==> src/rtl/pfps_pkg.sv <==
`timescale 1ns / 1ps
// ----------------------------------------------------------------------------
// pfps_pkg
// Types and constants shared by the portal funnel path smoother.
// ----------------------------------------------------------------------------
package pfps_pkg;

    localparam int COORD_BITS = 24;
    localparam int OUT_LIMIT  = 64;
    localparam int OUT_CNT_W  = $clog2(OUT_LIMIT);

    typedef logic signed [COORD_BITS-1:0] coord_t;

    typedef struct packed {
        coord_t left_x;
        coord_t left_y;
        coord_t left_z;
        coord_t right_x;
        coord_t right_y;
        coord_t right_z;
        logic   last_portal;
    } portal_t;

    typedef struct packed {
        coord_t point_x;
        coord_t point_y;
        coord_t point_z;
        logic   last_point;
    } point_t;

    typedef struct packed {
        coord_t x;
        coord_t y;
        coord_t z;
    } vtx_t;

    typedef struct packed {
        vtx_t l;
        vtx_t r;
    } row_t;

    // queue status seen by front and back
    typedef struct packed {
        logic full;
        logic valid;
    } q_status_t;

endpackage

==> src/rtl/pfps_front.sv <==
`timescale 1ns / 1ps
// ----------------------------------------------------------------------------
// pfps_front
// Accept portal items, drop those that overflow the store, queue the rest.
// ----------------------------------------------------------------------------
module pfps_front #(
    parameter int MAX_PORTALS = 64
) (
    input  logic                clk,
    input  logic                rst_n,
    input  logic                portal_valid,
    output logic                portal_stall,
    input  pfps_pkg::portal_t   portal,
    input  pfps_pkg::q_status_t q_status,
    output logic                push,
    output pfps_pkg::portal_t   push_item
);

    localparam int CNT_W = $clog2(MAX_PORTALS + 1);

    logic [CNT_W-1:0] cnt_reg, cnt_next;
    logic             accept, drop;

    assign portal_stall = q_status.full;
    assign accept       = portal_valid && !q_status.full;
    // drop a plain portal once the store is full
    assign drop         = !portal.last_portal && (cnt_reg == CNT_W'(MAX_PORTALS));
    assign push         = accept && !drop;
    assign push_item    = portal;

    always_comb
    begin
        cnt_next = cnt_reg;
        if (push)
        begin
            if (portal.last_portal)
            begin
                cnt_next = '0;
            end
            else
            begin
                cnt_next = cnt_reg + CNT_W'(1);
            end
        end
    end

    always_ff @(posedge clk or negedge rst_n)
    begin
        if (!rst_n)
        begin
            cnt_reg <= '0;
        end
        else
        begin
            cnt_reg <= cnt_next;
        end
    end

endmodule

==> config.mk <==
export PLATFORM = sky130hd
export DESIGN_NAME = pfps_front
export DESIGN_NICKNAME = d
export VERILOG_FILES = /design/src/rtl/pfps_pkg.sv /design/src/rtl/pfps_front.sv
export SDC_FILE = /design/constraint.sdc
export NUM_CORES = 1
export LEC_CHECK = 0
export ABC_AREA = 1
export BUFFER_PORTS_ARGS = -buffer_cell sky130_fd_sc_hd__buf_4
export CAP_MARGIN = 20
export CORE_AREA = 2 2 116 118
export CTS_BUF_LIST = sky130_fd_sc_hd__clkbuf_16
export CTS_CLUSTER_SIZE = 12
export DETAILED_ROUTE_END_ITERATION = 10
export DIE_AREA = 0 0 118 120
export PLACE_DENSITY_LB_ADDON = 0.3
export SETUP_SLACK_MARGIN = 0.5
export SLEW_MARGIN = 20
export SYNTH_ARGS = -nofsm -noshare
export SYNTH_HDL_FRONTEND = slang
export SYNTH_SLANG_ARGS = --single-unit
==> constraint.sdc <==
create_clock -name clk -period 1.74 [get_ports clk]
set_clock_uncertainty 0.05 [all_clocks]
set_input_delay 0.348 -clock clk [delete_from_list [all_inputs] [get_ports clk]]
set_output_delay 0.348 -clock clk [all_outputs]
set_load 0.02 [all_outputs]
==> results of run 1 <==
==> synthesized netlist by cell type <==
library cell | count | area share [%]
nor2_1 | 8 | 1.9
nand2_1 | 23 | 5.4
buf_4 | 146 | 69
nor3_1 | 2 | 0.63
inv_2 | 1 | 0.24
ha_1 | 2 | 1.6
o21ai_2 | 4 | 2.2
nand2_2 | 1 | 0.39
inv_1 | 8 | 1.9
o21ai_0 | 3 | 0.94
nand4_1 | 1 | 0.39
buf_6 | 2 | 1.4
nand3_1 | 8 | 2.5
dfrtp_1 | 7 | 11
nand3b_1 | 1 | 0.47
==> area by class of cell <==
cell class              count  area [µm²]
fillers                  1528       12000
clock buffers               3        75.1
clock inverters             1        5.00
flip-flops and latches      7         180
repair buffers             22         179
multi-input cells          53         327
well taps                 176         220
inverters                   9        33.8
==> per-stage QoR <==
step / hold slack, ps / util, % / worst slack (ps)
5_1_grt: 440 / 7.86 / 103
4_1_cts: 424 / 6.98 / 154
3_3_place_gp: 126 / 5.88 / 259
6_report: 419 / 7.86 / 159
2_1_floorplan: 2.41 / - / 395
3_5_place_dp: 123 / 5.88 / 268
==> repair_timing <==
| item | in CTS | in global routing |
|---|---|---|
| setup endpoints to repair | 7 | 8 |
| pin swaps | 3 | 10 |
| hold buffers | 1 | 0 |
| cloned | 0 | 0 |
| setup buffers | 3 | 10 |
| resized for setup | 8 | 12 |
| endpoints found under the hold margin | 7 | 0 |
==> kinds of logic (layout without fill, tap and decap cells) <==
family                     Yosys count  count (layout)
AOI/OAI and AO/OA                    7               7
and+or+nand+nor                     44              44
buffers and inverters              157              35
DFF                                  7               7
adders and majority gates            2               2
==> worst min path at each step <==
| stage | to | cells past startpoint | slack (ps) | startpoint |
|---|---|---|---|---|
| 2_1_floorplan | cnt_reg[0]$_DFFE_PN0P_ | 0 | 2 | rst_n |
| 5_1_grt | cnt_reg[1]$_DFFE_PN0P_ | 2 | 440 | rst_n |
| 3_3_place_gp | cnt_reg[5]$_DFFE_PN0P_ | 1 | 130 | rst_n |
| 6_report | cnt_reg[4]$_DFFE_PN0P_ | 2 | 420 | rst_n |
| 4_1_cts | cnt_reg[3]$_DFFE_PN0P_ | 2 | 420 | rst_n |
| 3_5_place_dp | cnt_reg[3]$_DFFE_PN0P_ | 1 | 120 | rst_n |
==> report_power, final <==
| group | leakage, nW | total (mW) | switching [mW] | internal [mW] |
|---|---|---|---|---|
| logic | 0.253 | 0.165 | 0.0789 | 0.0864 |
| registers | 0.0892 | 0.183 | 0.00841 | 0.174 |
| clock network | 0.0409 | 0.399 | 0.0962 | 0.302 |
| total | 0.383 | 0.747 | 0.183 | 0.563 |
==> layer usage <==
layer	vias up	global-route usage [%]	wire, µm	part of all wire (%)
met1	310	2.30	688	19
li1	273	-	-	-
met4	0	4.74	337	9.5
met2	93	7.12	1760	49
met5	-	0	0	0
met3	44	4.71	771	22
==> metrics, run 1 <==
count of endpoints failing setup in the final report=0; maxcap violations=0; max-slew violation count=0; post-route DRC violation count=0; total standard cell area after synthesis=1590 µm²; initial cell density of the core=12.2%; start of the worst register-to-register path=cnt_reg[0]$_DFFE_PN0P_; Die Span X=118 µm; WP data required=roughly 1300 ps; Vias=a little over 700; sink count of the clock tree=7; series of cell instances along the critical path=inv_2, ha_4, nand3_2, nor2_2, nor2_2, buf_6; Crit Path Category=register to primary output; ant diodes=0; distinct cell type count after synthesis=15; first-pass GRT wire length=approximately 4500 µm; net total in the final layout=248; number of buffers and inverters on the critical path=2; FF-to-FF End=cnt_reg[6]$_DFFE_PN0P_; post-route non-filler standard cell count=between 200 and 300; H-tree depth=1; family with the most delay on the worst path=flip-flops; Pre-antenna DRT Iters=4; highest fanout seen on the critical path=2; peak per-stage delay on the critical path=380 ps; Fmax=~0.63 GHz; worst reg2reg setup slack=410 ps; Max transition margin=85.7%; root buf cell=clkbuf_16; clk slew on worst S/H paths=around 40 ps; transition at the pin with the smallest max-transition slack=212 ps; start point of the critical path=cnt_reg[0]$_DFFE_PN0P_; total routed wirelength=3550 µm; overall power of the completed layout=between 0.7 and 0.8 mW; Vias/cell=2.66; YS warnings=0; mux contribution to synthesized area=0%; full die area=14200 µm²; area delta synth->final=-35.8%; most used cells in the layout excluding fill and tap cells=nand2_1, buf_4, inv_1, nand3_1; standard cell core area=about 13000 µm²; fraction of layout cells with a size suffix above 1=around 50%; Hold Crit Class=input port to asynchronous set/reset pin; kind of end point of the critical path=primary output; number of clock buffers inserted by TritonCTS=3; Cell Rows=42; synthesized-area fraction occupied by adder cells=1.57%; post-place instance area=763 µm²; number of instances in the placed design=about 250; average footprint of a synthesized cell=approximately 7.3 µm²; y dimension of the die=120 µm; Stages on worst setup path=6; register bit total from synthesis=7; final instance area=1020 µm²; crit start category=register; time the final worst path needs with I/O delays and setup=1580 ps; overall routing resource usage=about 4.4%; number of antenna violations at the first check in global routing=0; max reg flops=7; TritonCTS clock tree=built; share of the yosys chip area belonging to registers=11.0%; final hold violation count=0; period utilisation layout=90.9%; Setup crit end=push; setup TNS after final layout=0 ps; Mapped Nets=369; number of top-level pins=297; vias in the first global route=around 640; Peak supply drop=~0.26 mV; Slowest cell on crit path=dfrtp_1; post-detailed-route wirelength per cell=approximately 13 µm; leakage=0.383 nW; worst-skew pair later-pin latency=230 ps; xor/xnor cell area share of the yosys netlist=0%; last weighted congestion value of the routability-driven placer=0.685; detailed placement HPWL=approximately 2800 µm; outcome=finished, final reports clean; complex-gate fraction of the synthesized area=under 10%; initial detailed-routing violation count=25; power density over cell area=732 nW/µm²; buffer depth of the longest clock path=2; most frequent standard cell in the layout excluding fill and tap cells=nand2_1; FF-to-FF path depth=9; post-synthesis cell count=between 200 and 250; critical path's most frequent cell=nor2_2; setup repair after global routing missed its margin=yes; largest net degree at the start of global routing=12; dominant combinational cell family by area after synthesis=buffers and inverters; residual antenna-violating net count after detailed routing=0; area fraction in and, or, nand and nor cells after synthesis=11.7%; GRT Residual Overflow=0; data arrival time of the worst path=around 1200 ps; total of buffers placed on input and output ports=7
Power figures use the tool's default switching activity.
==> inputs of run 2 (changes only) <==
--- a/config.mk
+++ b/config.mk
@@ -5,14 +5,13 @@
 export SDC_FILE = /design/constraint.sdc
 export NUM_CORES = 1
 export LEC_CHECK = 0
-export ABC_AREA = 1
 export BUFFER_PORTS_ARGS = -buffer_cell sky130_fd_sc_hd__buf_4
 export CAP_MARGIN = 20
-export CORE_AREA = 2 2 116 118
+export CORE_AREA = 2 2 115 117
 export CTS_BUF_LIST = sky130_fd_sc_hd__clkbuf_16
 export CTS_CLUSTER_SIZE = 12
 export DETAILED_ROUTE_END_ITERATION = 10
-export DIE_AREA = 0 0 118 120
+export DIE_AREA = 0 0 117 119
 export PLACE_DENSITY_LB_ADDON = 0.3
 export SETUP_SLACK_MARGIN = 0.5
 export SLEW_MARGIN = 20
==> metrics, run 2 <==
Fmax=0.607 GHz (-4.0%); Hold Crit Class=input port to asynchronous set/reset pin; most frequent standard cell in the layout excluding fill and tap cells=buf_4; post-detailed-route wirelength per cell=11.1 µm (-16%); H-tree depth=1 (unchanged); clk slew on worst S/H paths=40 ps (about the same); first-pass GRT wire length=3770 µm (-17%); vias in the first global route=611 (-5.1%); root buf cell=clkbuf_16; YS warnings=0 (unchanged); proportion of netlist area held by the largest area contributor=72.7% (+3.7 points); initial detailed-routing violation count=11 (-56%); ant diodes=0 (unchanged); Cell Rows=42 (unchanged); power density over cell area=850 nW/µm² (+16%); full die area=13900 µm² (-1.7%); number of antenna violations at the first check in global routing=0 (unchanged); largest net degree at the start of global routing=14 (+2); most used cells in the layout excluding fill and tap cells=buf_4, dfrtp_1; time the final worst path needs with I/O delays and setup=1650 ps (+66.2 ps); post-route worst hold slack=436 ps (+17.3 ps); worst-skew pair later-pin latency=230 ps (about the same); total of buffers placed on input and output ports=7 (unchanged); buffer depth of the longest clock path=2 (unchanged); post-synthesis async set-or-reset flop share=100% (unchanged); most common cell in the synthesized netlist=buf_4; FF-to-FF path depth=6 (-3); kind of end point of the critical path=primary output; total standard cell area after synthesis=1510 µm² (-5.1%); Vias=573 (-20%); Mapped Nets=343 (-7.0%); detailed placement HPWL=2050 µm (-28%); area delta synth->final=-37.8%; Peak supply drop=0.257 mV (+0.69%); overall routing resource usage=3.90% (-0.51 points); met1 track utilization from global routing=2.82% (+0.52 points); maxcap violations=0 (unchanged); post-route DRC violation count=0 (unchanged); primary flip-flop cell chosen by synthesis mapping=dfrtp_1; worst setup slack before clock tree synthesis=199 ps (-69.1 ps); Pre-antenna DRT Iters=2 (-2); met3 layer usage reported by global route=3.05% (-1.7 points); post-place instance area=721 µm² (-5.6%); Util after Layout=7.28% (-0.58 points); post-synthesis cell count=191 (-12%); sequential cell area=176 µm² (-2.1%); max reg flops=7 (unchanged); most numerous cell types in the synthesized netlist=buf_4, dfrtp_1, o21ai_0; Die Span X=117 µm (-0.85%); post-route non-filler standard cell count=243 (-10%); worst reg2reg setup slack=310 ps (-100 ps); distinct cell type count after synthesis=23 (+8); outcome=finished, final reports clean; filler instances=1507 (-1.4%); cell type contributing the most total cell area after synthesis=buf_4; GRT Residual Overflow=0 (unchanged); Max transition margin=85.0% (-0.71 points); net total in the final layout=220 (-11%); GR met2 Demand/Resource=3.97% (-3.1 points); transition at the pin with the smallest max-transition slack=222 ps (+9.78 ps); number of clock buffers inserted by TritonCTS=3 (unchanged); start of the worst register-to-register path=cnt_reg[1]$_DFFE_PN0P_; setup TNS after final layout=0 ps (unchanged); FF-to-FF End=cnt_reg[5]$_DFFE_PN0P_; number of top-level pins=297 (unchanged); count of endpoints failing setup in the final report=0 (unchanged); max-slew violation count=0 (unchanged); post-layout worst setup margin=93.0 ps (-66.2 ps); crit start category=register; overall power of the completed layout=0.797 mW (+6.7%); share of the yosys chip area belonging to registers=11.6% (+0.59 points); y dimension of the die=119 µm (-0.83%); initial cell density of the core=11.7% (-0.53 points); last weighted congestion value of the routability-driven placer=0.600 (-12%); top post-synthesis cells by area=buf_4, dfrtp_1, o41ai_1; sink count of the clock tree=7 (unchanged); number of instances in the placed design=231 (-8.7%); total routed wirelength=2690 µm (-24%); standard cell core area=12900 µm² (-0.81%); average footprint of a synthesized cell=7.89 µm² (+7.8%); Vias/cell=2.36 (-11%); highest-utilization routing layer at the global route stage=met4; data arrival time of the worst path=1250 ps (+70 ps); leakage=0.322 nW (-16%); setup repair after global routing missed its margin=yes; TritonCTS clock tree=built; highest fanout seen on the critical path=4 (+2); final hold violation count=0 (unchanged); fraction of layout cells with a size suffix above 1=55.2% (+5.8 points); register bit total from synthesis=7 (unchanged); number of enable-type register cells in the synthesized netlist=0 (unchanged); period utilisation layout=94.7% (+3.8 points); WP data required=1340 ps (about the same); residual antenna-violating net count after detailed routing=0 (unchanged); area of the multi-input gates=298 µm² (-8.8%); final instance area=937 µm² (-8.1%); Crit Path Category=register to primary output
==> run 2: changes by cell type in the layout (fill, tap and decap cells not counted), moves of 3 or more <==
cell and delta:
o41ai_2 +3, dfrtp_1 +3, inv_1 -5, dfrtp_2 -3, nor2_2 -4, nand3_1 -4, nor2b_1 +3, nand2_1 -20
==> run 2: what timing repair did <==
action	CTS	global route
pin swaps	2	3
hold endpoints to repair	7	0
buffers inserted	3	4
hold buffers	1	0
endpoints found under the setup margin	7	8
resized for setup	7	10
==> run 2: worst max path at each step <==
| stage | end | startpoint | slack, ps | depth (start not counted) |
|---|---|---|---|---|
| floorplan | push | cnt_reg[2]$_DFFE_PN0P_ | 380 | 3 |
| global route | push | cnt_reg[5]$_DFFE_PN0P_ | 1 | 4 |
| global placement | push | portal[0] | 170 | 5 |
| CTS | push | cnt_reg[0]$_DFFE_PN0P_ | 80 | 5 |
| finish | push | cnt_reg[1]$_DFFE_PN0P_ | 90 | 5 |
| detailed placement | push | portal[0] | 200 | 5 |
==> run 2: area by class of cell <==
cell class / count / share of cell area [%]
Timing Repair Buffer: 19 / 16.3
Inverter: 3 / 1.20
Clock inverter: 1 / 0.401
Multi-Input combinational cell: 34 / 31.8
Clock buffer: 3 / 8.01
Sequential cell: 7 / 18.8
Tap cell: 176 / 23.5
==> run 2: logic make-up (layout without fill, tap and decap cells) <==
kind of cell	Yosys count	in the layout	synth area share, %
AOI/OAI and AO/OA	14	14	6.56
adders and majority gates	2	2	1.66
buffers and inverters	150	26	73.7
and+or+nand+nor	18	18	6.47
DFF	7	7	11.6
==> run 2: worst max-delay path, cell delays in order, from the launching register on <==
cell and delay [ps]:
dfrtp_1 370, inv_2 60, ha_4 140, a41o_1 250, inv_2 80, buf_6 120
==> run 2: layer usage <==
metal,share of wire (%),up-vias
met5,0,-
met4,18,0
met3,18,58
met2,38,56
met1,26,244
li1,-,215
==> run 2: power breakdown <==
group / switching, mW / total [mW] / internal, mW
combinational: 0.0854 / 0.191 / 0.106
sequential: 0.0295 / 0.217 / 0.187
clock: 0.0893 / 0.389 / 0.299
