**config.mk**
```make
export PLATFORM = sky130hd
export DESIGN_NAME = pfps_queue
export DESIGN_NICKNAME = d
export VERILOG_FILES = /design/src/rtl/pfps_pkg.sv /design/src/rtl/pfps_queue.sv
export SDC_FILE = /design/constraint.sdc
export NUM_CORES = 1
export LEC_CHECK = 0
export BUFFER_PORTS_ARGS = -buffer_cell sky130_fd_sc_hd__buf_2
export CORE_ASPECT_RATIO = 0.9
export CORE_MARGIN = 5
export CORE_UTILIZATION = 35
export CTS_CLUSTER_SIZE = 8
export DETAILED_ROUTE_END_ITERATION = 10
export GPL_ROUTABILITY_DRIVEN = 1
export GPL_TIMING_DRIVEN = 0
export PLACE_DENSITY = 0.68
export SYNTH_ARGS = -nofsm -noshare
export SYNTH_HDL_FRONTEND = slang
export SYNTH_SLANG_ARGS = --single-unit
```
**constraint.sdc**
```tcl
create_clock -name clk -period 8.8 [get_ports clk]
set_input_delay 1.76 -clock clk [delete_from_list [all_inputs] [get_ports clk]]
set_output_delay 1.76 -clock clk [all_outputs]
set_load 0.01 [all_outputs]
```
**src/rtl/pfps_pkg.sv**
```systemverilog
`timescale 1ns / 1ps
// ----------------------------------------------------------------------------
// pfps_pkg
// Types and constants shared by the portal funnel path smoother.
// ----------------------------------------------------------------------------
package pfps_pkg;

    localparam int COORD_BITS = 24;
    localparam int OUT_LIMIT  = 64;
    localparam int OUT_CNT_W  = $clog2(OUT_LIMIT);

    typedef logic signed [COORD_BITS-1:0] coord_t;

    typedef struct packed {
        coord_t left_x;
        coord_t left_y;
        coord_t left_z;
        coord_t right_x;
        coord_t right_y;
        coord_t right_z;
        logic   last_portal;
    } portal_t;

    typedef struct packed {
        coord_t point_x;
        coord_t point_y;
        coord_t point_z;
        logic   last_point;
    } point_t;

    typedef struct packed {
        coord_t x;
        coord_t y;
        coord_t z;
    } vtx_t;

    typedef struct packed {
        vtx_t l;
        vtx_t r;
    } row_t;

    // queue status seen by front and back
    typedef struct packed {
        logic full;
        logic valid;
    } q_status_t;

endpackage

```
**src/rtl/pfps_queue.sv**
```systemverilog
`timescale 1ns / 1ps
// ----------------------------------------------------------------------------
// pfps_queue
// Two-entry queue of portal items between front and back.
// ----------------------------------------------------------------------------
module pfps_queue (
    input  logic               clk,
    input  logic               rst_n,
    input  logic               push,
    input  pfps_pkg::portal_t  push_item,
    input  logic               pop,
    output pfps_pkg::portal_t  head,
    output pfps_pkg::q_status_t status
);

    pfps_pkg::portal_t slot_reg [2];
    logic       wr_ptr_reg, rd_ptr_reg;
    logic [1:0] fill_reg;

    assign head         = slot_reg[rd_ptr_reg];
    assign status.full  = (fill_reg == 2'd2);
    assign status.valid = (fill_reg != 2'd0);

    always_ff @(posedge clk)
    begin
        if (push)
        begin
            slot_reg[wr_ptr_reg] <= push_item;
        end
    end

    always_ff @(posedge clk or negedge rst_n)
    begin
        if (!rst_n)
        begin
            wr_ptr_reg <= 1'b0;
            rd_ptr_reg <= 1'b0;
            fill_reg   <= 2'd0;
        end
        else
        begin
            if (push)
            begin
                wr_ptr_reg <= ~wr_ptr_reg;
            end
            if (pop)
            begin
                rd_ptr_reg <= ~rd_ptr_reg;
            end
            fill_reg <= fill_reg + {1'b0, push} - {1'b0, pop};
        end
    end

endmodule

```
==> impl_metrics.tcl, run 1 <==
set metrics [dict create \
    synthCells 466 \
    start_util_pct 35.7 \
    swShare_pct 27.3 \
    clkPwrFrac_pct 30.4 \
    post_cts_resized 0 \
    cts_buffers 42 \
    combPwrFrac_pct 28.7 \
    cts_root_buf "clkbuf_16" \
    place.gp.congestion 0.741 \
    first_pass_iters 4 \
    end_kind "output pin" \
    period_share_pct 40.4 \
    drc 0 \
    worst-endpoint-arrival_ns 1.80 \
    worst_pin_slew_ns 0.576 \
    holdWs_ns 0.555 \
    cp.required_ns 7.04 \
    cts_hold_repair.buffers 0 \
    port_buffers 295 \
    ys_seq_area_share_pct 82.0 \
    dpl.hpwl_microns 15700 \
    die_h_microns 176 \
    routedWlPerCell_microns 18.5 \
    setup_tns_ns 0 \
    rows 60 \
    hold_violations 0 \
    startpoint_type "flip-flop" \
    dieArea_sq_um 34300 \
    drive_gt1_share_pct 62.2 \
    via_count 5521 \
    grt_first_pass_wirelength_microns 34400 \
    skew_ns 0.0145 \
    maxCapViolCount 0 \
    criticalPathCategory "reg -> out" \
    p_int_w 0.00340 \
    clk_path_buf_depth 3 \
    switchingPower_w 0.00128 \
    cp_slowest_cell "dfrtp_1" \
    viasPerCell 4.50 \
    pwr-share-seq_pct 40.9 \
    fin_nets 963 \
    synth_nets 617 \
    hp-class "reg -> reg" \
    design.portCount 296 \
    slew_headroom_pct 61.6 \
    slew_viol_final 0 \
    largest_register_ffs 290 \
    ir_drop_mv 0.216 \
    netlist_area_sq_um 10700 \
    grt_pass1_vias 6096 \
    worstPathCellList "buf_6, clkbuf_8, mux2_2, buf_2" \
    cts_setup_buffers 0 \
    period_needed_ns 3.56 \
    clk_pin_slew_ns 0.05 \
    antenna_found_initial 9 \
    crit_fanout 10 \
    htreeDepth 2 \
    drt_iter0_drc 217 \
    ys_types 12 \
    slowest_delay_ns 0.37 \
    rsz0062_at_grt "no" \
    die_w_microns 195 \
    cts_tree "yes" \
    gr-total-overflow 0 \
    p_leak_nw 5.31 \
    clock_latency_ns 0.51 \
    finalPower_w 0.00467 \
    ant_nets 0 \
    clock_sinks 294 \
    ys_warn_count 0 \
    postSynthRegisterBits 294 \
    core_area_sq_um 30100 \
    finalWirelength_microns 22700 \
    grt.total_usage_pct 12.8 \
    power_density_nw_per_um2 333 \
    final_cell_mix "295 x buf_2, 290 x edfxtp_1, 145 x mux2_2" \
    grt_max_degree 57 \
    status "finished, final reports clean" \
    area_growth_syn_to_layout_pct 30.8 \
    max_freq_mhz 281 \
    mostFrequentLayoutCell "buf_2" \
    setup_viol 0 \
    syn_avg_cell_area_sq_um 23.1 \
]
-- area by class of cell --
cell class,count,area [sq um]
Clock buffer,53,1160
Timing Repair Buffer,302,1630
Buffer,16,205
Tap cell,403,504
Antenna cell,3,7.51
Inverter,2,7.51
Clock inverter,1,3.75
Sequential cell,294,8810
Fill cell,2602,16000
Multi-Input combinational cell,154,1730
-- kinds of logic (layout without fill, tap and decap cells) --
| logic type | Yosys count | in the layout | share of synthesized area (%) |
|---|---|---|---|
| adder cells (fa/ha/maj) | 2 | 2 | 0.233 |
| flip-flops | 294 | 294 | 82.0 |
| multiplexers | 145 | 145 | 15.2 |
| XOR/XNOR | 3 | 3 | 0.384 |
| AND/OR/NAND/NOR | 4 | 4 | 0.233 |
| buffers and inverters | 18 | 374 | 1.98 |
| other | 0 | 3 | 0 |
-- cells in the mapped netlist (all sizes together) --
master	number	area, sq um
xor2	2	17.5
ha	2	25.0
nor2b	2	12.5
buf	6	67.6
edfxtp	290	8710
dfrtp	4	100
clkbuf	10	138
inv	2	7.51
and2	1	6.26
xor3	1	23.8
mux2	145	1630
or2	1	6.26
-- routing by layer --
layer  up-vias  track usage (%)  routed length (microns)
li1       2552                -                        -
met1      2677             14.4                     8550
met2       217             21.8                    11400
met3        63             5.42                     2070
met4        12             4.66                      644
met5         -                0                       95
-- stage by stage --
step                area [sq um]  utilization [%]  cells  setup slack, ns
global placement           12700             42.3   1164            -4.14
CTS                        14100             46.7   1225             5.16
finish                     14100             46.7   1228             5.24
detailed placement         12900             42.8   1171             5.26
floorplan                  10700                -    466           0.0970
global route               14100             46.7   1228             5.12
-- worst paths after layout --
kind	start	endpoint	slack (ns)	cells after the start
worst max-delay path	rd_ptr_reg	head[135]	5.24	4
worst min-delay path	wr_ptr_reg	wr_ptr_reg	0.56	1
worst max register to register	wr_ptr_reg	slot_reg[1][45]	6.80	3
worst min register to register	wr_ptr_reg	wr_ptr_reg	0.56	1
max in group asynchronous	rst_n	fill_reg[1]	7.62	1
min in group asynchronous	rst_n	rd_ptr_reg	1.06	1
-- power by group through the flow --
stage / registers, W / clock network (W) / logic [W]
floorplan: 0.00198 / 0 / 0.000825
global placement: 0.00203 / 0 / 0.00133
detailed placement: 0.00194 / 0 / 0.00138
CTS: 0.00192 / 0.00147 / 0.00139
global route: 0.00193 / 0.00154 / 0.00145
finish: 0.00191 / 0.00142 / 0.00134
-- worst max-delay path: cells and delay by family (launching register included) --
family | cells | cell delay [ns]
multiplexers | 1 | 0.35
buffers and inverters | 3 | 0.58
flip-flops | 1 | 0.37
(Power assumes the default switching activity.)
==> run 2, diff against run 1 <==
--- a/config.mk
+++ b/config.mk
@@ -5,6 +5,7 @@
 export SDC_FILE = /design/constraint.sdc
 export NUM_CORES = 1
 export LEC_CHECK = 0
+export ABC_AREA = 1
 export BUFFER_PORTS_ARGS = -buffer_cell sky130_fd_sc_hd__buf_2
 export CORE_ASPECT_RATIO = 0.9
 export CORE_MARGIN = 5
@@ -13,7 +14,7 @@
 export DETAILED_ROUTE_END_ITERATION = 10
 export GPL_ROUTABILITY_DRIVEN = 1
 export GPL_TIMING_DRIVEN = 0
-export PLACE_DENSITY = 0.68
+export PLACE_DENSITY = 0.7
 export SYNTH_ARGS = -nofsm -noshare
 export SYNTH_HDL_FRONTEND = slang
 export SYNTH_SLANG_ARGS = --single-unit
==> constraint.sdc (replaced) <==
create_clock -name clk -period 2.9 [get_ports clk]
set_input_delay 0.58 -clock clk [delete_from_list [all_inputs] [get_ports clk]]
set_output_delay 0.58 -clock clk [all_outputs]
set_load 0.01 [all_outputs]
==> run 2 against run 1 <==
  * Setup slack got worse by 4.7 ns
  * Clock power increased to 3.0 times the previous value
  * First-iteration DRC count up 18%
  * Wire length grew 14%
  * Flip-flop and latch count did not move
  * Hold slack got worse by 0.30 ns
  * Clock skew down 0.0044 ns
  * Cell count increased by 27%
  * Core utilization is 0.24 points lower
  * Final area increased by 2.4%
  * Largest cell class unchanged
  * Largest power group unchanged
  * Highest routed layer unchanged
==> impl_metrics.tcl, run 2 <==
set metrics [dict create \
    final-instance-count-excl-fill 1556 \
    clk_pin_slew_ns 0.05 \
    core_area_sq_um 31000 \
    combPwrFrac_pct 30.9 \
    p_int_w 0.00994 \
    p_leak_nw 6.14 \
    finalInstanceArea_sq_um 14400 \
    synth_nets 933 \
    diodes 0 \
    ant_nets 0 \
    min-delay-start "push_item[15]" \
    ys_types 15 \
    setup_tns_ns 0 \
    gr-usage-met1_pct 17.3 \
    clock_latency_ns 0.51 \
    start_util_pct 35.6 \
    yosys.area.top_type "edfxtp_1" \
    post_cts_resized 0 \
    async_flop_share_pct 1.36 \
    worstHoldPathCells 1 \
    hp-class "in -> reg" \
    startpoint_type "flip-flop" \
    grt_max_degree 40 \
    max_freq_mhz 423 \
    synth.top_cell.area_share_pct 79.0 \
    maxCapViolCount 0 \
    path_delay_family "buffers and inverters" \
    postSynthRegisterBits 294 \
    crit_fanout 10 \
    worst-endpoint-arrival_ns 1.78 \
    seq_area_sq_um 8810 \
    worst_slack_ns 0.536 \
    power_density_nw_per_um2 1020 \
    setup_viol 0 \
    synth_common_cells "290 x edfxtp_1, 152 x inv_1, 152 x nand2_1, 129 x o21ai_0, 13 x o21ai_1" \
    dp.cells 1495 \
    slew_viol_final 0 \
    preCtsSetupSlack_ns 0.470 \
    gr-total-overflow 0 \
    antenna_found_initial 6 \
    first_pass_iters 5 \
    mostFrequentLayoutCell "buf_2" \
    worst_r2r_startpoint "wr_ptr_reg" \
    cts_buffers 42 \
    grt_first_pass_wirelength_microns 38700 \
    dpl_cell_area_sq_um 13200 \
    die_h_microns 178 \
    min_to "slot_reg[1][15]" \
    ys_seq_area_share_pct 79.9 \
    worstPathCellList "buf_6, buf_2, o21ai_0, buf_2" \
    swShare_pct 32.0 \
    port_buffers 295 \
    place.gp.congestion 0.766 \
    r2r_cells 3 \
    final_cell_mix "306 x buf_2, 290 x edfxtp_1, 151 x nand2_1" \
    drc 0 \
    cp_common_cell "buf_2" \
    routedWlPerCell_microns 16.6 \
    finalPower_w 0.0146 \
    synth-main-ff-cell "edfxtp_1" \
    yosysMostFrequentCell "edfxtp_1" \
    via_count 6917 \
    largest_register_ffs 290 \
    ir_drop_mv 0.511 \
    synth_edf_count 290 \
    slew_headroom_pct 45.3 \
    slowest_delay_ns 0.42 \
    design.portCount 296 \
    switchingPower_w 0.00468 \
    pwr-share-seq_pct 39.9 \
    use_met2_pct 23.8 \
    grt.total_usage_pct 14.2 \
    netlist_area_sq_um 11000 \
    status "finished, final reports clean" \
    rows 61 \
    skew_ns 0.0102 \
    worst_pin_slew_ns 0.819 \
    cts_root_buf "clkbuf_16" \
    clkPwrFrac_pct 29.2 \
    period_share_pct 81.5 \
    syn_avg_cell_area_sq_um 14.1 \
    finalWirelength_microns 25900 \
    reg2reg_setup_slack_ns 0.90 \
    die_w_microns 197 \
    gr-usage-met3_pct 4.99 \
    fillCellCount 2776 \
    grt_pass1_vias 7103 \
    worstPathBufferInverterCount 3 \
    drt_iter0_drc 255 \
    hold_violations 0 \
    clock_sinks 294 \
    clk_path_buf_depth 3 \
    area_growth_syn_to_layout_pct 30.6 \
    criticalPathCategory "reg -> out" \
    cts_tree "yes" \
    ys_top_cells_by_area "edfxtp_1 79%, o21ai_0 5.9%, inv_1 5.2%" \
    viasPerCell 4.45 \
    fin_nets 1282 \
    drive_gt1_share_pct 33.7 \
    ys_warn_count 0 \
    period_needed_ns 2.36 \
    rsz0062_at_grt "no" \
    htreeDepth 2 \
    end_kind "output pin" \
    cp_slowest_cell "dfrtp_1" \
    cp.required_ns 2.32 \
    busiest_layer "met2" \
    dieArea_sq_um 35200 \
    r2r_end "slot_reg[0][37]" \
    dpl.hpwl_microns 18300 \
    synthCells 782 \
    multi_input_area_sq_um 1390 \
]
run 2: how the worst max path moves through the flow:
stage / from / endpoint / slack (ns) / cells past startpoint
after floorplan: push / slot_reg[1][0] / -0.26 / 2
after global placement: push / slot_reg[1][28] / -1.95 / 3
after detailed placement: push / slot_reg[0][74] / 0.47 / 5
after CTS: rd_ptr_reg / head[13] / 0.47 / 4
after global routing: rd_ptr_reg / head[13] / 0.44 / 4
final: rd_ptr_reg / head[10] / 0.54 / 4
run 2: cell type report:
type                       count  area share (%)
sequential                   294            61.2
timing repair buffer         305            11.6
multi-input combinational    304            9.63
clock buffer                  59            7.89
inverter                     152            4.08
tap                          409            3.55
buffer                        32            1.97
clock inverter                 1          0.0608
run 2: kinds of logic (layout without fill, tap and decap cells):
logic type,count (synthesis),count (layout),share of synthesized area [%]
AOI/OAI and AO/OA,145,145,6.68
DFF,294,294,79.9
xor gates and xnor gates,2,2,0.159
buffers and inverters,184,549,7.75
and+or+nand+nor,155,155,5.29
adders and majority gates,2,2,0.227
run 2: power groups by stage:
stage	Clock [W]	Sequential, W	Combinational, W
final	0.00427	0.00583	0.00451
after global routing	0.00459	0.00589	0.00504
after CTS	0.00440	0.00583	0.00466
after detailed placement	0	0.00591	0.00464
after global placement	0	0.00601	0.00442
after floorplan	0	0.00594	0.00243
run 2: metal layers:
layer | routed length [microns] | vias up
met5 | 69 | -
met4 | 685 | 10
met3 | 2370 | 64
met2 | 12400 | 250
met1 | 10300 | 3254
li1 | - | 3339
run 2: timing repair:
item                                    in CTS  in global routing
buffers inserted                             0                  0
hold buffers                                 1                  0
endpoints found under the setup margin       0                  0
hold endpoints to repair                     4                  0
run 2: per-stage QoR:
stage          utilization, %  hold slack, ns
3_5_place_dp             42.7           0.394
5_1_grt                  46.5           0.232
3_3_place_gp             42.1           0.390
6_report                 46.5           0.259
4_1_cts                  46.5           0.224
2_1_floorplan               -           0.284
==> run 3, diff against run 2 <==
--- a/config.mk
+++ b/config.mk
@@ -14,7 +14,7 @@
 export DETAILED_ROUTE_END_ITERATION = 10
 export GPL_ROUTABILITY_DRIVEN = 1
 export GPL_TIMING_DRIVEN = 0
-export PLACE_DENSITY = 0.7
+export PLACE_DENSITY = 0.68
 export SYNTH_ARGS = -nofsm -noshare
 export SYNTH_HDL_FRONTEND = slang
 export SYNTH_SLANG_ARGS = --single-unit
==> constraint.sdc (replaced) <==
create_clock -name clk -period 2.45 [get_ports clk]
set_input_delay 0.49 -clock clk [delete_from_list [all_inputs] [get_ports clk]]
set_output_delay 0.49 -clock clk [all_outputs]
set_load 0.01 [all_outputs]
==> run 3 against run 2 <==
  * Wire length shrank 0.91%
  * Combinational power increased by 18%
  * Setup slack got worse by 0.43 ns
  * Final area is 0.12% lower
  * Sequential power increased by 19%
  * Register-to-register slack got worse by 0.57 ns
  * Via count is 0.93% lower
  * Cell count fell by 0.45%
  * Total power rose by 18%
  * Count of clock-buffer cells in the layout down 8
==> impl_metrics.tcl, run 3 (synthesis gave the netlist of run 2 again) <==
set metrics [dict create \
    ir_drop_mv 0.619 \
    design.portCount 296 \
    cts_root_buf "clkbuf_16" \
    fillCellCount 2748 \
    maxCapViolCount 0 \
    htreeDepth 2 \
    hp-class "in -> reg" \
    mostFrequentLayoutCell "buf_2" \
    rows 61 \
    drt_iter0_drc 297 \
    clk_pin_slew_ns 0.05 \
    r2r_cells 4 \
    port_buffers 295 \
    dpl.hpwl_microns 18000 \
    hold_violations 0 \
    first_pass_iters 4 \
    cts_tree "yes" \
    clock_latency_ns 0.51 \
    criticalPathCategory "reg -> out" \
    status "finished, final reports clean" \
    power_density_nw_per_um2 1200 \
    dieArea_sq_um 35200 \
    period_needed_ns 2.34 \
    post_cts_resized 0 \
    place.gp.congestion 0.759 \
    clk_path_buf_depth 3 \
    viasPerCell 4.42 \
    worst_slack_ns 0.106 \
    setup_viol 0 \
    diodes 0 \
    preCtsSetupSlack_ns -0.0628 \
    clock_sinks 294 \
    worst_pin_slew_ns 0.723 \
    area_growth_syn_to_layout_pct 30.4 \
    worst_r2r_startpoint "wr_ptr_reg" \
    p_leak_nw 6.13 \
    path_delay_family "buffers and inverters" \
    antenna_found_initial 2 \
    final_cell_mix "306 x buf_2, 290 x edfxtp_1, 151 x nand2_1" \
    via_count 6853 \
    min-delay-start "push_item[49]" \
    grt_max_degree 41 \
    worstPathCellList "buf_6, buf_2, o21ai_0, buf_2" \
    die_w_microns 197 \
    slowest_delay_ns 0.41 \
    finalWirelength_microns 25600 \
    largest_register_ffs 290 \
    fin_nets 1282 \
    cp.required_ns 1.96 \
    drive_gt1_share_pct 34.0 \
    slew_headroom_pct 51.7 \
    worst-endpoint-arrival_ns 1.85 \
    core_area_sq_um 31000 \
    die_h_microns 178 \
    grt_pass1_vias 6961 \
    start_util_pct 35.6 \
    routedWlPerCell_microns 16.5 \
    skew_ns 0.00645 \
    cp.depth 4 \
    holdWs_ns 0.169 \
    drc 0 \
    max_freq_mhz 427 \
    grt_first_pass_wirelength_microns 38000 \
    slew_viol_final 0 \
    worstPathBufferInverterCount 3 \
    rsz0062_at_grt "no" \
    cp_slowest_cell "dfrtp_1" \
    reg2reg_setup_slack_ns 0.33 \
    period_share_pct 95.7 \
    ant_nets 0 \
    cp_common_cell "buf_2" \
    cts_buffers 42 \
    min_to "slot_reg[1][49]" \
    worstHoldPathCells 1 \
    startpoint_type "flip-flop" \
    grt.total_usage_pct 13.9 \
    end_kind "output pin" \
    crit_fanout 10 \
    gr-total-overflow 0 \
    r2r_end "slot_reg[0][26]" \
]
run 3: changes by cell type in the layout (fill, tap and decap cells not counted), sizes merged:
| cell | before | now |
|---|---|---|
| clkinv | 0 | 1 |
| clkbuf | 65 | 57 |
run 3: worst max-delay path by stage:
stage / startpoint / endpoint / slack, ns
finish: rd_ptr_reg / head[10] / 0.11
global route: rd_ptr_reg / head[10] / 0.05
CTS: rd_ptr_reg / head[10] / 0.04
detailed placement: push / slot_reg[0][26] / -0.06
global placement: push / slot_reg[1][30] / -2.26
floorplan: push / slot_reg[0][0] / -0.61
run 3: layout make-up:
| type | instances | area (sq um) | area share [%] |
|---|---|---|---|
| tap | 409 | 512 | 3.56 |
| multi-input combinational | 304 | 1390 | 9.64 |
| sequential | 294 | 8810 | 61.3 |
| buffer | 32 | 284 | 1.98 |
| timing repair buffer | 305 | 1680 | 11.7 |
| clock buffer | 51 | 1110 | 7.69 |
| clock inverter | 2 | 12.5 | 0.0870 |
| inverter | 152 | 587 | 4.08 |
run 3: stage by stage:
step	instance area, sq um	TNS, ns	cells	util (%)	total power [W]
6_report	14400	0	1549	46.4	0.0172
5_1_grt	14400	0	1549	46.4	0.0183
4_1_cts	14400	0	1549	46.4	0.0175
3_5_place_dp	13300	-1.83	1495	42.8	0.0125
3_3_place_gp	13100	-637.07	1486	42.1	0.0123
2_1_floorplan	11100	-177.41	782	-	0.00991
run 3: power breakdown:
part	leakage [nW]	switching, W	internal (W)
Sequential	2.77	0.000228	0.00668
Combinational	2.82	0.00340	0.00194
Clock	0.545	0.00187	0.00310
Total	6.13	0.00549	0.0117
run 3: repair_timing:
item	CTS	global route
hold buffers	1	0
setup buffers	0	0
endpoints found under the hold margin	4	0
run 3: worst register-to-register path: stages (launching register included):
cell     delay (ns)
dfrtp_2        0.46
nor2_4         0.57
buf_12         0.31
buf_16         0.21
buf_12         0.25
run 3: per-layer routing:
layer	part of all wire [%]	GRT usage, %	vias up
met4	2.9	4.79	2
met2	47	22.8	253
met1	40	17.1	3200
met5	0.027	0	-
li1	-	-	3344
met3	10	5.21	54
